## src/rtl/gpc_ram.sv

```systemverilog
// Generic single-port RAM with registered read data.
// Standalone; used for the obstacle map.

module gpc_ram #(
  parameter int unsigned WIDTH = 8,
  parameter int unsigned DEPTH = 16
) (
  input  logic                     clk_i,
  input  logic                     en_i,
  input  logic                     we_i,
  input  logic [$clog2(DEPTH)-1:0] addr_i,
  input  logic [WIDTH-1:0]         wdata_i,
  output logic [WIDTH-1:0]         rdata_o
);

  logic [WIDTH-1:0] mem_q [DEPTH];
  logic [WIDTH-1:0] rdata_q;

  always_ff @(posedge clk_i) begin
    if (en_i) begin
      if (we_i) begin
        mem_q[addr_i] <= wdata_i;
      end else begin
        rdata_q <= mem_q[addr_i];
      end
    end
  end

  assign rdata_o = rdata_q;

endmodule

```

## config.mk

```make
export PLATFORM = sky130hd
export DESIGN_NAME = gpc_ram
export DESIGN_NICKNAME = d
export VERILOG_FILES = /design/src/rtl/gpc_ram.sv
export SDC_FILE = /design/constraint.sdc
export NUM_CORES = 1
export LEC_CHECK = 0
export BUFFER_PORTS_ARGS = -buffer_cell sky130_fd_sc_hd__buf_2
export CAP_MARGIN = 20
export CORE_ASPECT_RATIO = 0.8
export CORE_MARGIN = 2
export CORE_UTILIZATION = 50
export DETAILED_ROUTE_END_ITERATION = 8
export PLACE_DENSITY = 0.76
export SKIP_CTS_REPAIR_TIMING = 1
export SYNTH_ARGS = -nofsm -noshare
export SYNTH_HDL_FRONTEND = slang
export SYNTH_SLANG_ARGS = --single-unit
```

## constraint.sdc

```tcl
create_clock -name clk_i -period 3.8 [get_ports clk_i]
set_input_delay 0.57 -clock clk_i [delete_from_list [all_inputs] [get_ports clk_i]]
set_output_delay 0.57 -clock clk_i [all_outputs]
set_load 0.01 [all_outputs]
```

==> results.md <==
- Startpoint Class: input pin
- Area of the multi-input gates: 1070 µm²
- Sw frac: 18.0%
- Syn. warnings: 0
- Reg area: 4080 µm²
- Remaining global-route overflow: 0
- Clock tree root driver cell: clkbuf_16
- IO buf count: 22
- Final setup viols: 0
- Commonest cells after routing, fill and taps aside: edfxtp_1, buf_2, clkbuf_16
- Die Span X: 118 µm
- Internal power: 3.15 mW
- Sw Pwr: roughly 0.69 mW
- Final Hold Viols: 0
- Power Density: 618 nW/µm²
- Core Area: 10,200 µm²
- Hold Path Origin: wdata_i[6]
- Initial Util: 51.1%
- Antenna fix cells: 0
- Residual DRC count: 0
- Seq pwr share: 43.7%
- Static leakage power: 2.07 nW
- Min Hold Slack: 564 ps
- VDD IR max: ~640 µV
- GRT Total Usage: between 20% and 30%
- Relative slew slack: between 40 and 50%
- Crit path kind: input pin to flop
- Longest Clk Path Bufs: 2
- Routed vias: about 2,500
- Site row count: 33
- Final setup TNS: 0 ps
- Number of global-route vias before repair: 2,492
- Crit-path slowest cell: nor2_1
- Pin count of the biggest net entering global routing: 37
- Data arrival, critical path: 2260 ps
- CP top delay family: simple AND/OR/NAND/NOR gates
- Crit. Startpoint: addr_i[1]
- Mapped Nets: 249
- First-pass GRT wire length: 15,400 µm
- Status: finished clean
- Routed wire length: approximately 10,000 µm
- Peak Freq: 0.450 GHz
- Max-slew violation count: 0
- R2r startpoint: mem_q[9][1]
- Number of fill cells: approximately 730
- Mapped Area: between 5000 and 6000 µm²
- Initial antenna violation count: 0
- Combinational group share of total power: 3.6%
- Mapped Cells: around 230
- Worst-margin pin slew: 837 ps
- Cell variety after synth: 18
- Clk pwr share: 52.7%
- RSZ-0062 raised after global routing: no
- Final cycle utilization of the critical path: 58.5%
- Class of the worst hold path: input pin to flop
- Req. time, crit path: 3840 ps
- H-tree levels: 4
- Pre-Repair DR Iteration Count: 4
- Max Clock Skew: roughly 4.4 ps
- MaxCap Viol Count: 0
- Drt wl/cell: 24.4 µm
- DIE AREA: 11,300 µm²
- Clock Latency Late Sink: 410 ps
- GP Congestion: approximately 0.78
- Initial DRC Count: 366
- Num CTS Buffers: 17
- Ports: 23
- Post-DR vias/cell: 5.87
- Share of layout cells above drive strength 1: roughly a quarter
- Crit. End Element: flop
- TritonCTS clock tree: built
- #FFs+latches synth: 136
- Final min period: 2220 ps
- Sequential area share after synthesis: 78.0%
- Worst-path clk slew: 60 ps
- Detailed Place HPWL: 6080 µm
- Final nets: 282
- P&R area growth vs syn: 18.8%
- Post-route ant nets: 0
- Synthesized area per cell: ~22 µm²
- Die Height: 95.5 µm
- Worst-path fanout max: 36
- Most common cell after layout, fill and taps aside: edfxtp_1
- Clock Sinks: 136
- Crit path largest cell delay: 700 ps
- Critical path, cell by cell: buf_2 -> nand4b_1 -> nor2_1
- Crit path buffers/inverters: 1
==> Yosys cell counts <==
cell type	number	share of area, %
edfxtp_1	136	78
a22oi_1	16	2.3
mux4_1	16	8.0
mux4_2	16	6.9
nor2_1	13	0.93
nand2_1	10	0.72
clkbuf_1	5	0.36
nor3_1	4	0.38
buf_2	3	0.29
nor2b_1	3	0.36
buf_1	2	0.14
buf_6	2	0.43
nand2b_1	2	0.24
nand4b_1	2	0.33
and2_1	1	0.12
buf_8	1	0.29
nand4_1	1	0.12
or3_1	1	0.12
==> power groups by stage <==
stage	Clock [mW]	Sequential [mW]	Combinational, mW
after floorplan	0	1.71	0.0803
after global placement	0	1.71	0.132
after detailed placement	0	1.71	0.137
after CTS	2.05	1.68	0.138
after global routing	2.11	1.68	0.150
final	2.03	1.68	0.139
==> per-stage QoR <==
step	cell area (µm²)	total power, mW	instances	setup slack, ps	utilization (%)
2_1_floorplan	5240	1.79	234	1510	-
3_3_place_gp	5470	1.84	387	938	53.5
3_5_place_dp	5470	1.85	387	882	53.5
4_1_cts	6200	3.86	419	1310	60.6
5_1_grt	6220	3.94	420	1400	60.8
6_report	6220	3.85	420	1580	60.8
==> per-layer routing <==
| metal | up-vias | wire length [µm] | GRT usage, % |
|---|---|---|---|
| li1 | 1066 | - | - |
| met1 | 1277 | 4780 | 28.8 |
| met4 | 0 | 144 | 7.14 |
| met2 | 106 | 4600 | 28.8 |
| met5 | - | 0 | 0 |
| met3 | 15 | 728 | 7.30 |
==> cells by family (layout without fill, tap and decap cells) <==
| group | count (synthesis) | after routing | share of synthesized area, % |
|---|---|---|---|
| AO/OA/AOI/OAI | 16 | 16 | 2.29 |
| buffers and inverters | 13 | 59 | 1.50 |
| flip-flops | 136 | 136 | 78.0 |
| multiplexers | 32 | 32 | 14.9 |
| AND/OR/NAND/NOR | 37 | 37 | 3.32 |
==> area by class of cell <==
class | instances | share of cell area, %
sequential | 136 | 65.6
timing repair buffer | 27 | 2.57
multi-input combinational | 85 | 17.3
clock buffer | 19 | 6.95
tap | 140 | 2.81
clock inverter | 13 | 4.78
==> sequential cells by signal, summed over array words and instances, names as in the netlist <==
| name | flops |
|---|---|
| rdata_o | 8 |
| mem_q | 128 |
==> final timing paths <==
kind	endpoint	slack, ps	cells after the start
setup / recovery	mem_q[14][4]	1580	3
hold / removal	mem_q[5][6]	560	1
setup reg to reg	rdata_o[1]	2260	3
hold reg to reg	rdata_o[0]	760	3
(Power assumes the default switching activity.)
