===== config.mk =====
export PLATFORM = sky130hd
export DESIGN_NAME = gpc_cell
export DESIGN_NICKNAME = d
export VERILOG_FILES = /design/src/rtl/gpc_pkg.sv /design/src/rtl/gpc_cell.sv
export SDC_FILE = /design/constraint.sdc
export NUM_CORES = 1
export LEC_CHECK = 0
export ABC_AREA = 1
export BUFFER_PORTS_ARGS = -buffer_cell sky130_fd_sc_hd__buf_2
export CELL_PAD_IN_SITES_DETAIL_PLACEMENT = 1
export CELL_PAD_IN_SITES_GLOBAL_PLACEMENT = 2
export CORE_ASPECT_RATIO = 2
export CORE_UTILIZATION = 35
export CTS_BUF_LIST = sky130_fd_sc_hd__clkbuf_16
export CTS_CLUSTER_DIAMETER = 50
export DETAILED_ROUTE_END_ITERATION = 8
export HOLD_SLACK_MARGIN = 0.08
export PLACE_DENSITY = 0.95
export SETUP_SLACK_MARGIN = 0.3
export SLEW_MARGIN = 25
export SYNTH_ARGS = -nofsm -noshare
export SYNTH_HDL_FRONTEND = slang
export SYNTH_SLANG_ARGS = --single-unit
export TNS_END_PERCENT = 20

===== constraint.sdc =====
create_clock -name clk_i -period 7 [get_ports clk_i]
set_clock_uncertainty 0.05 [all_clocks]
set_input_delay 2.1 -clock clk_i [delete_from_list [all_inputs] [get_ports clk_i]]
set_output_delay 2.1 -clock clk_i [all_outputs]
set_load 0.05 [all_outputs]

===== src/rtl/gpc_pkg.sv =====
// Package for the grid path counter: sizes, action codes, controller states,
// the chain link type and the modular add. Depends on nothing.

package gpc_pkg;

  // Grid geometry
  localparam int unsigned MAX_DIM = 256;
  localparam int unsigned DIM_AW  = $clog2(MAX_DIM);
  localparam int unsigned COORD_W = 9;
  localparam int unsigned CNT_W   = 30;

  // Counts are kept modulo this prime
  localparam logic [CNT_W-1:0] PATH_MOD = CNT_W'(1000000007);

  // Configuration register indexes (APB word addresses)
  localparam logic REG_ROWS = 1'b0;
  localparam logic REG_COLS = 1'b1;

  typedef enum logic [1:0] {
    ACT_CLEAR = 2'd0,
    ACT_MARK  = 2'd1,
    ACT_RUN   = 2'd2
  } action_e;

  typedef enum logic [5:0] {
    ST_IDLE    = 6'b000001,
    ST_MARK_RD = 6'b000010,
    ST_MARK_WR = 6'b000100,
    ST_RUN_RD  = 6'b001000,
    ST_RUN_GO  = 6'b010000,
    ST_RUN_ROW = 6'b100000
  } state_e;

  // Token handed from one cell to the next: a go flag and the left count
  typedef struct packed {
    logic             go;
    logic [CNT_W-1:0] left;
  } cell_link_t;

  // Per-cell static controls
  typedef struct packed {
    logic init;
    logic seed;
    logic last;
    logic blk;
  } cell_ctl_t;

  // Coordinate lies inside 1..MAX_DIM
  function automatic logic in_grid(input logic [COORD_W-1:0] v);
    in_grid = (v != '0) && ({1'b0, v} <= (COORD_W+1)'(MAX_DIM));
  endfunction

  // a + b mod PATH_MOD, both operands below PATH_MOD
  function automatic logic [CNT_W-1:0] mod_add(input logic [CNT_W-1:0] a,
                                                input logic [CNT_W-1:0] b);
    logic [CNT_W:0] s;
    s = {1'b0, a} + {1'b0, b};
    if (s >= {1'b0, PATH_MOD}) begin
      s = s - {1'b0, PATH_MOD};
    end
    mod_add = s[CNT_W-1:0];
  endfunction

endpackage


===== src/rtl/gpc_cell.sv =====
// One column cell of the path-count chain: holds the count of the cell
// above and adds the token's left count. Depends on gpc_pkg.

module gpc_cell (
  input  logic                clk_i,
  input  logic                rst_ni,
  input  gpc_pkg::cell_ctl_t  ctl_i,
  input  gpc_pkg::cell_link_t link_i,
  output gpc_pkg::cell_link_t link_o,
  output logic                fin_o
);
  import gpc_pkg::*;

  logic [CNT_W-1:0] up_q, up_d;
  logic [CNT_W-1:0] left_q;
  logic             go_q, fin_q;
  logic [CNT_W-1:0] sum;

  // Blocked cell counts zero
  assign sum = ctl_i.blk ? '0 : mod_add(link_i.left, up_q);

  // Column count: seeded at run start, updated when the token passes
  always_comb begin
    up_d = up_q;
    if (ctl_i.init) begin
      up_d = ctl_i.seed ? CNT_W'(1) : '0;
    end else if (link_i.go) begin
      up_d = sum;
    end
  end

  always_ff @(posedge clk_i) begin
    up_q <= up_d;
    if (link_i.go) begin
      left_q <= sum;
    end
  end

  // Token moves on unless this is the last column of the grid
  always_ff @(posedge clk_i or negedge rst_ni) begin
    if (!rst_ni) begin
      go_q  <= 1'b0;
      fin_q <= 1'b0;
    end else begin
      go_q  <= link_i.go && !ctl_i.last;
      fin_q <= link_i.go && ctl_i.last;
    end
  end

  assign link_o.go   = go_q;
  assign link_o.left = left_q;
  assign fin_o       = fin_q;

endmodule


==> results.py <==
metrics = {
    "global_route": {
        "grt_pass1_vias": 6956,
        "grt_max_degree": 51,
        "grt_first_pass_wirelength_um": 36700,
        "overflow": 0,
        "antenna_found_initial": 0,
        "grt_usage_pct": 25.8,
    },
    "timing": {
        "hold_violations": 0,
        "rsz0062_at_grt": "no",
        "tightest_slew_ns": 0.848,
        "finalCritPeriodShare_pct": 78.0,
        "setup_violations": 0,
        "max_freq_ghz": 0.183,
        "finalCriticalPeriod_ns": 5.46,
        "final.setup.tns_ns": 0,
        "drv_slew": 0,
        "relSlewSlack_pct": 43.1,
    },
    "synth": {
        "syn_nets": 1088,
        "synth_ff_type": "edfxtp_1",
        "ys_ff_latch": 62,
        "synth_top_area_share_pct": 28.0,
        "syn_avg_cell_area_um2": 6.32,
        "synth.most_common_cell": "nand2_1",
        "yosys.area.top_type": "edfxtp_1",
        "netlist_top_cells_area": "edfxtp_1 28%, nand2_1 22%, inv_1 11%",
        "synth_cells": 1019,
        "ys_warn_count": 0,
        "async_flop_share_pct": 3.23,
        "ys_types": 38,
        "syn_area_mm2": 0.00644,
        "yosysSeqAreaShare_pct": 28.8,
        "yosys-top-cells-count": "382 x nand2_1, 182 x inv_1, 105 x nand3_1, 85 x nor2_1, 60 x edfxtp_1",
        "synth-edff-count": 60,
    },
    "status": {
        "status": "complete, but fails checks",
        "violations": "DRC",
    },
    "routing": {
        "dr.pass1.iters": 6,
        "vias_per_cell": 5.01,
        "routedWlPerCell_um": 18.1,
        "drc": 3,
        "ant_nets": 0,
        "drtIter0Drc": 181,
        "vias": 6529,
        "routed_wl_um": 23600,
    },
    "cts": {
        "clock_path_buffers": 2,
        "clockRootBuffer": "clkbuf_16",
        "clk_latency_ns": 0.33,
        "post_cts_resized": 0,
        "postCtsSetupRepairBufs": 0,
        "hold_buffers": 0,
        "clock_sinks": 62,
        "cts_tree": "built",
        "htreeDepth": 3,
        "clkTransAtPathRegs_ns": 0.06,
        "cts_buffers": 9,
    },
    "final_layout": {
        "num-fill-cells": 2443,
        "multiInputGateArea_mm2": 0.00376,
        "drive_gt1_share_pct": 15.7,
        "syn2layout_area_growth_pct": 12.7,
        "nets": 1155,
        "regArea_mm2": 0.00185,
        "n_antenna_cell": 0,
    },
    "die": {
        "dieWidth_um": 97.9,
        "coreArea_mm2": 0.0179,
        "start_util_pct": 36.0,
        "ioPinCount": 69,
        "fp.dieH_um": 194,
        "die_area_mm2": 0.0190,
        "rows": 69,
    },
    "setup_path": {
        "path_buf_inv": 3,
        "startpoint": "link_i[0]",
        "crit_path_max_incr_delay_ns": 0.45,
        "worstSetupStartpointType": "input port",
        "end_kind": "flip-flop",
        "arrival_ns": 5.47,
        "reg2reg_slack_ns": 2.99,
        "slowest_stage": "nand3_4",
        "crit_fanout": 50,
        "cp_top_family": "simple AND/OR/NAND/NOR gates",
        "worst-setup-path-type": "input port to flip-flop",
        "critical_path_depth": 22,
        "rr_worst_depth": 21,
        "r2r_end": "up_q[8]",
        "path_cells": "buf_2 > ha_1 > inv_1 > fa_1 > inv_1 > nand3_1 > nand2_1 > nand2_1 > nand2_1 > nand3_1 > nor2_1 > nand3_1 > nand2_1 > nand2_2 > nand3_1 > nand2_2 > nand3_4 > nand3_4 > nand2_1 > nand2_1 > nand3_1 > nor2_1",
        "path_common_cell": "nand2_1",
        "r2r-start": "up_q[13]",
        "critPathCapture": "up_q[8]",
        "cp.required_ns": 7.01,
    },
    "placed_design": {
        "gp_congestion": 0.932,
        "hpwl_um": 20000,
        "port_buffers": 68,
    },
    "power": {
        "comb_power_share_pct": 55.8,
        "switchingPower_mw": 1.11,
        "pwr-share-clk_pct": 19.9,
        "power.density_mw_per_mm2": 304,
        "peakVddDrop_uv": 148,
        "seqPwrFrac_pct": 24.3,
        "p_leak_nw": 4.02,
        "internal_power_mw": 1.09,
        "power_switching_share_pct": 50.5,
        "total_power_mw": 2.20,
    },
    "min_path": {
        "hold_class": "flip-flop to flip-flop",
    },
    "run": {
        "drv_cap": 0,
    },
}
[routing by layer]
metal,GRT usage (%),vias up,wire [µm]
met4,25.1,0,2640
met3,1.98,67,435
met1,22.6,3031,7740
li1,-,3300,-
met2,49.4,131,12800
met5,0,-,0
[power groups by stage]
stage               Clock, mW  Sequential [mW]  Combinational [mW]
global route            0.460            0.536                1.37
finish                  0.439            0.535                1.23
global placement            0            0.543                1.21
CTS                     0.445            0.536                1.24
floorplan                   0            0.621               0.792
detailed placement          0            0.542                1.23
[logic make-up (layout without fill, tap and decap cells)]
| kind of cell | count (synthesis) | after routing | synth area share [%] |
|---|---|---|---|
| AOI/OAI and AO/OA | 32 | 32 | 2.74 |
| xor gates and xnor gates | 7 | 7 | 1.19 |
| adders and majority gates | 32 | 32 | 6.34 |
| buffers and inverters | 210 | 282 | 12.9 |
| DFF | 62 | 62 | 28.8 |
| and+or+nand+nor | 676 | 676 | 48.1 |
[worst min-delay path, cell delays in order, from the launching register on]
cell	delay (ns)
edfxtp_1	0.33
ha_1	0.22
nand2_1	0.11
nand2_1	0.08
nor2_1	0.05
[layout make-up]
class / count / share of cell area (%)
timing repair buffer: 69 / 4.80
clock inverter: 7 / 0.880
tap: 213 / 3.67
sequential: 62 / 25.5
inverter: 197 / 10.2
clock buffer: 9 / 3.11
multi-input combinational: 747 / 51.8
[placed cells by master (no fill, tap or decap), types with 4 or more instances in the layout]
cell type / n
nor2_1: 85
edfxtp_1: 60
nand3b_1: 6
a21oi_1: 23
ha_1: 31
nor3_2: 8
clkbuf_16: 9
inv_1: 182
buf_2: 68
and2_1: 5
nand3_1: 105
nand3_2: 9
nor2_2: 10
nand4_1: 19
clkinv_1: 4
nand2_2: 28
nor2_4: 9
inv_2: 13
nand2_1: 382
[worst min path at each step]
stage / start / cells past startpoint / to / slack [ns]
3_3_place_gp: up_q[0] / 4 / left_q[0] / 0.86
2_1_floorplan: up_q[0] / 4 / left_q[0] / 0.74
6_report: up_q[0] / 4 / left_q[0] / 0.90
5_1_grt: up_q[0] / 4 / left_q[0] / 0.94
4_1_cts: up_q[0] / 4 / left_q[0] / 0.91
3_5_place_dp: up_q[0] / 4 / left_q[0] / 0.87
[flip-flops by register name, indices dropped and copies added, names as in the netlist]
register / cells
fin_o: 1
up_q: 30
left_q: 30
go_q: 1
[metrics by stage]
step           area (µm²)  util, %  hold WS [ns]  setup WS [ns]  instances
4_1_cts              7250     40.6         0.909           1.55       1304
3_3_place_gp         6960     39.0         0.861           1.36       1288
3_5_place_dp         6960     39.0         0.868           1.21       1288
5_1_grt              7250     40.6         0.938           1.08       1304
2_1_floorplan        6440        -         0.744           2.25       1019
6_report             7250     40.6         0.901           1.54       1304
Note: power is estimated with default switching activity, not from simulation.
